File: config.mk
export PLATFORM = sky130hd
export DESIGN_NAME = asw_ram
export DESIGN_NICKNAME = d
export VERILOG_FILES = /design/src/hdl/asw_ram.sv
export SDC_FILE = /design/constraint.sdc
export NUM_CORES = 1
export LEC_CHECK = 0
export BUFFER_PORTS_ARGS = -buffer_cell sky130_fd_sc_hd__buf_2
export CAP_MARGIN = 25
export CELL_PAD_IN_SITES_DETAIL_PLACEMENT = 1
export CELL_PAD_IN_SITES_GLOBAL_PLACEMENT = 2
export CORE_ASPECT_RATIO = 1.4
export CORE_MARGIN = 2
export CORE_UTILIZATION = 48
export DETAILED_ROUTE_END_ITERATION = 10
export GPL_ROUTABILITY_DRIVEN = 0
export PLACE_DENSITY = 0.75
export SYNTH_ARGS = -nofsm -noshare
export SYNTH_HDL_FRONTEND = slang
export SYNTH_SLANG_ARGS = --single-unit
File: constraint.sdc
create_clock -name clk -period 2.35 [get_ports clk]
set_clock_uncertainty 0.15 [all_clocks]
set_input_delay 0.1175 -clock clk [delete_from_list [all_inputs] [get_ports clk]]
set_output_delay 0.1175 -clock clk [all_outputs]
set_load 0.05 [all_outputs]
File: src/hdl/asw_ram.sv
// Generic single-port-write, single-port-read RAM with registered read data.
module asw_ram #(
	parameter int WIDTH = 8,
	parameter int DEPTH = 16
) (
	input  logic                     clk,
	input  logic                     we,
	input  logic [$clog2(DEPTH)-1:0] waddr,
	input  logic [WIDTH-1:0]         wdata,
	input  logic [$clog2(DEPTH)-1:0] raddr,
	output logic [WIDTH-1:0]         rdata
);

	logic [WIDTH-1:0] mem_q [DEPTH];

	// Write port.
	always_ff @(posedge clk) begin
		if (we) begin
			mem_q[waddr] <= wdata;
		end
	end

	// Read port, with registered read data.
	always_ff @(posedge clk) begin
		rdata <= mem_q[raddr];
	end

endmodule

==> results.json <==
{
  "grt_start_max_net_pins": 25,
  "syn_inst": 229,
  "fillCellCount": 893,
  "reg2reg_depth": 3,
  "avgViaCountPerCell": 5.61,
  "synthSimpleGateAreaFrac_pct": 3.18,
  "hold_buffers": 8,
  "regArea_um2": 4000,
  "die_h_um": 127,
  "antenna_found_initial": 0,
  "min_path_type": "input pin to register",
  "grt_pass1_wl_mm": 16.1,
  "r2r_slack_ns": 0.75,
  "end_kind": "register",
  "whs_endpoint": "mem_q[0][6]$_DFFE_PP_",
  "synth_seq_cells": 136,
  "synth_nets": 247,
  "setup_viol": 0,
  "dr.first_iter.drc_count": 135,
  "port_buffers": 25,
  "hold_violations": 0,
  "initial_core_util_pct": 49.5,
  "wirelength_mm": 10.5,
  "p_per_area_nw_per_um2": 910,
  "final_core_utilization_pct": 59.2,
  "synthAdderAreaFrac_pct": 0,
  "nets": 308,
  "required_ns": 2.48,
  "drt-pass1-iter-count": 4,
  "rows": 44,
  "die_w_um": 91.5,
  "dp_hpwl_mm": 6.33,
  "muxShareOfSynthArea_pct": 15.0,
  "leakagePower_uw": 0.00210,
  "drtAntennaViolNets": 0,
  "period_minus_slack_ns": 1.62,
  "timing.rr.start": "mem_q[1][2]$_DFFE_PP_",
  "area_growth_syn_to_layout_pct": 19.8,
  "multi_input_area_um2": 1060,
  "cts_resized": 0,
  "min-delay-start": "waddr[1]",
  "yosysSeqAreaShare_pct": 77.8,
  "tns_ns": 0,
  "synth-warning-count": 0,
  "globalRouteTotalUtil_pct": 20.1,
  "vias": 2472,
  "drive_above_1_share_pct": 28.7,
  "cp-start-kind": "input pin",
  "num_io_pins": 26,
  "worstReg2RegEnd": "rdata[2]$_DFF_P_",
  "max_cap_viol_count": 0,
  "synth-xor-area-share_pct": 0,
  "drc": 0,
  "clockBufferDepth": 2,
  "clkTransAtPathRegs_ns": 0.05,
  "dieArea_um2": 11600,
  "vdd_ir_drop_max_v": 0.000490,
  "rsz0062_at_grt": "false",
  "syn-cell-area_um2": 5150,
  "critPathArrivalTime_ns": 1.75,
  "post-route-period-util_pct": 69.0,
  "fmax_mhz": 617,
  "cts_buffers": 17,
  "syn_avg_cell_area_um2": 22.5,
  "cts_tree": "done",
  "setup.worst_path.start": "raddr[0]",
  "post_cts_buffers": 0,
  "synth_top_family_by_area": "multiplexers",
  "cts.sinks": 136,
  "yosysUniqueCellTypes": 19,
  "path_class": "input pin to register",
  "timing.slew.headroom_pct": 48.0,
  "cts-root-buf": "clkbuf_16",
  "wl_per_cell_um": 23.7,
  "status": "finished clean",
  "cts.htree.levels": 4,
  "coreArea_um2": 10400,
  "synth_compound_area_share_pct": 2.33,
  "tightest_slew_ns": 0.777,
  "grt_overflow": 0,
  "worstHoldPathCells": 3,
  "diodes": 0,
  "crit_path_max_fanout": 23,
  "clock_latency_ns": 0.41,
  "grt_pass1_vias": 2639,
  "drv_slew": 0
}
-- cells in the mapped netlist --
library cell	n	area share, %
buf_6	3	0.66
or3b_2	1	0.17
nor2_1	13	0.95
buf_2	3	0.29
clkdlybuf4s25_2	3	0.58
nor3_1	4	0.39
nor2b_1	1	0.12
buf_4	1	0.15
nand3_1	1	0.097
edfxtp_1	128	75
and2_1	1	0.12
a22oi_1	16	2.3
nand2_1	9	0.66
nand2b_1	2	0.24
mux4_1	14	7.1
nand3b_1	2	0.29
and2b_1	1	0.15
mux4_2	18	7.9
dfxtp_1	8	3.1
-- worst max path at each step --
stage                                  endpoint  slack, ns  cells after the start
after floorplan           mem_q[0][0]$_DFFE_PP_       0.59                      2
after global placement         rdata[0]$_DFF_P_       0.35                      5
after detailed placement       rdata[0]$_DFF_P_       0.32                      5
after CTS                      rdata[2]$_DFF_P_       0.68                      5
after global routing           rdata[2]$_DFF_P_       0.62                      5
final                          rdata[2]$_DFF_P_       0.73                      5
-- report_power, final --
part	leakage, µW	internal (µW)	total [µW]	switching [µW]
registers	0.00122	2710	2730	16.8
clock network	0.000271	1650	2570	922
logic	0.000609	116	313	197
total	0.00210	4480	5610	1140
-- final cells by class --
class | count | area share, %
Clock buffer | 21 | 7.14
Clock inverter | 11 | 2.11
Multi-Input combinational cell | 83 | 17.2
Sequential cell | 136 | 64.9
Tap cell | 138 | 2.80
Timing Repair Buffer | 52 | 5.85
-- through the flow --
stage	power [µW]	hold WS, ns	setup WS [ns]	instance area, µm²	std cells
floorplan	2970	0.0664	0.590	5150	229
global route	5780	0.137	0.617	6160	441
finish	5610	0.126	0.730	6160	441
detailed placement	3090	0.371	0.325	5510	401
CTS	5650	0.112	0.681	6160	441
global placement	3080	0.357	0.349	5510	401
-- registers in the layout, indices dropped and copies added (netlist names) --
name	flops
mem_q	128
rdata	8
-- per-layer routing --
layer / vias to the layer above / wire length (µm) / global-route usage (%)
li1: 1098 / - / -
met2: 68 / 5690 / 34.1
met1: 1297 / 4100 / 24.6
met4: 0 / 158 / 7.84
met5: - / 0 / 0
met3: 9 / 508 / 5.34
-- critical path, cell delays in order --
cell and delay (ns):
buf_2 0.32, buf_12 0.26, mux4_1 0.60, a22oi_1 0.31
nand2_1 0.11
-- kinds of logic after synthesis --
| family | after synthesis |
|---|---|
| and+or+nand+nor | 35 |
| AOI/OAI and AO/OA | 16 |
| DFF | 136 |
| muxes | 32 |
| buffers and inverters | 10 |
-- layout by cell type, fill, tap and decap left out --
cell type | synthesis | layout
clkinvlp_4 | 0 | 2
nor2b_1 | 1 | 1
clkinv_2 | 0 | 2
buf_4 | 1 | 18
and2_1 | 1 | 1
clkbuf_1 | 0 | 4
mux4_2 | 18 | 18
and2b_1 | 1 | 1
dlygate4sd3_1 | 0 | 8
nand3b_1 | 2 | 2
mux4_1 | 14 | 14
a22oi_1 | 16 | 16
nor2_1 | 13 | 13
nor3_1 | 4 | 4
nand2b_1 | 2 | 2
edfxtp_1 | 128 | 128
or3b_2 | 1 | 1
bufinv_16 | 0 | 3
nand3_1 | 1 | 1
clkinv_1 | 0 | 4
nand2_1 | 9 | 9
dfxtp_1 | 8 | 8
buf_2 | 3 | 25
buf_12 | 0 | 1
clkbuf_16 | 0 | 17
Note: power is estimated with default switching activity, not from simulation.
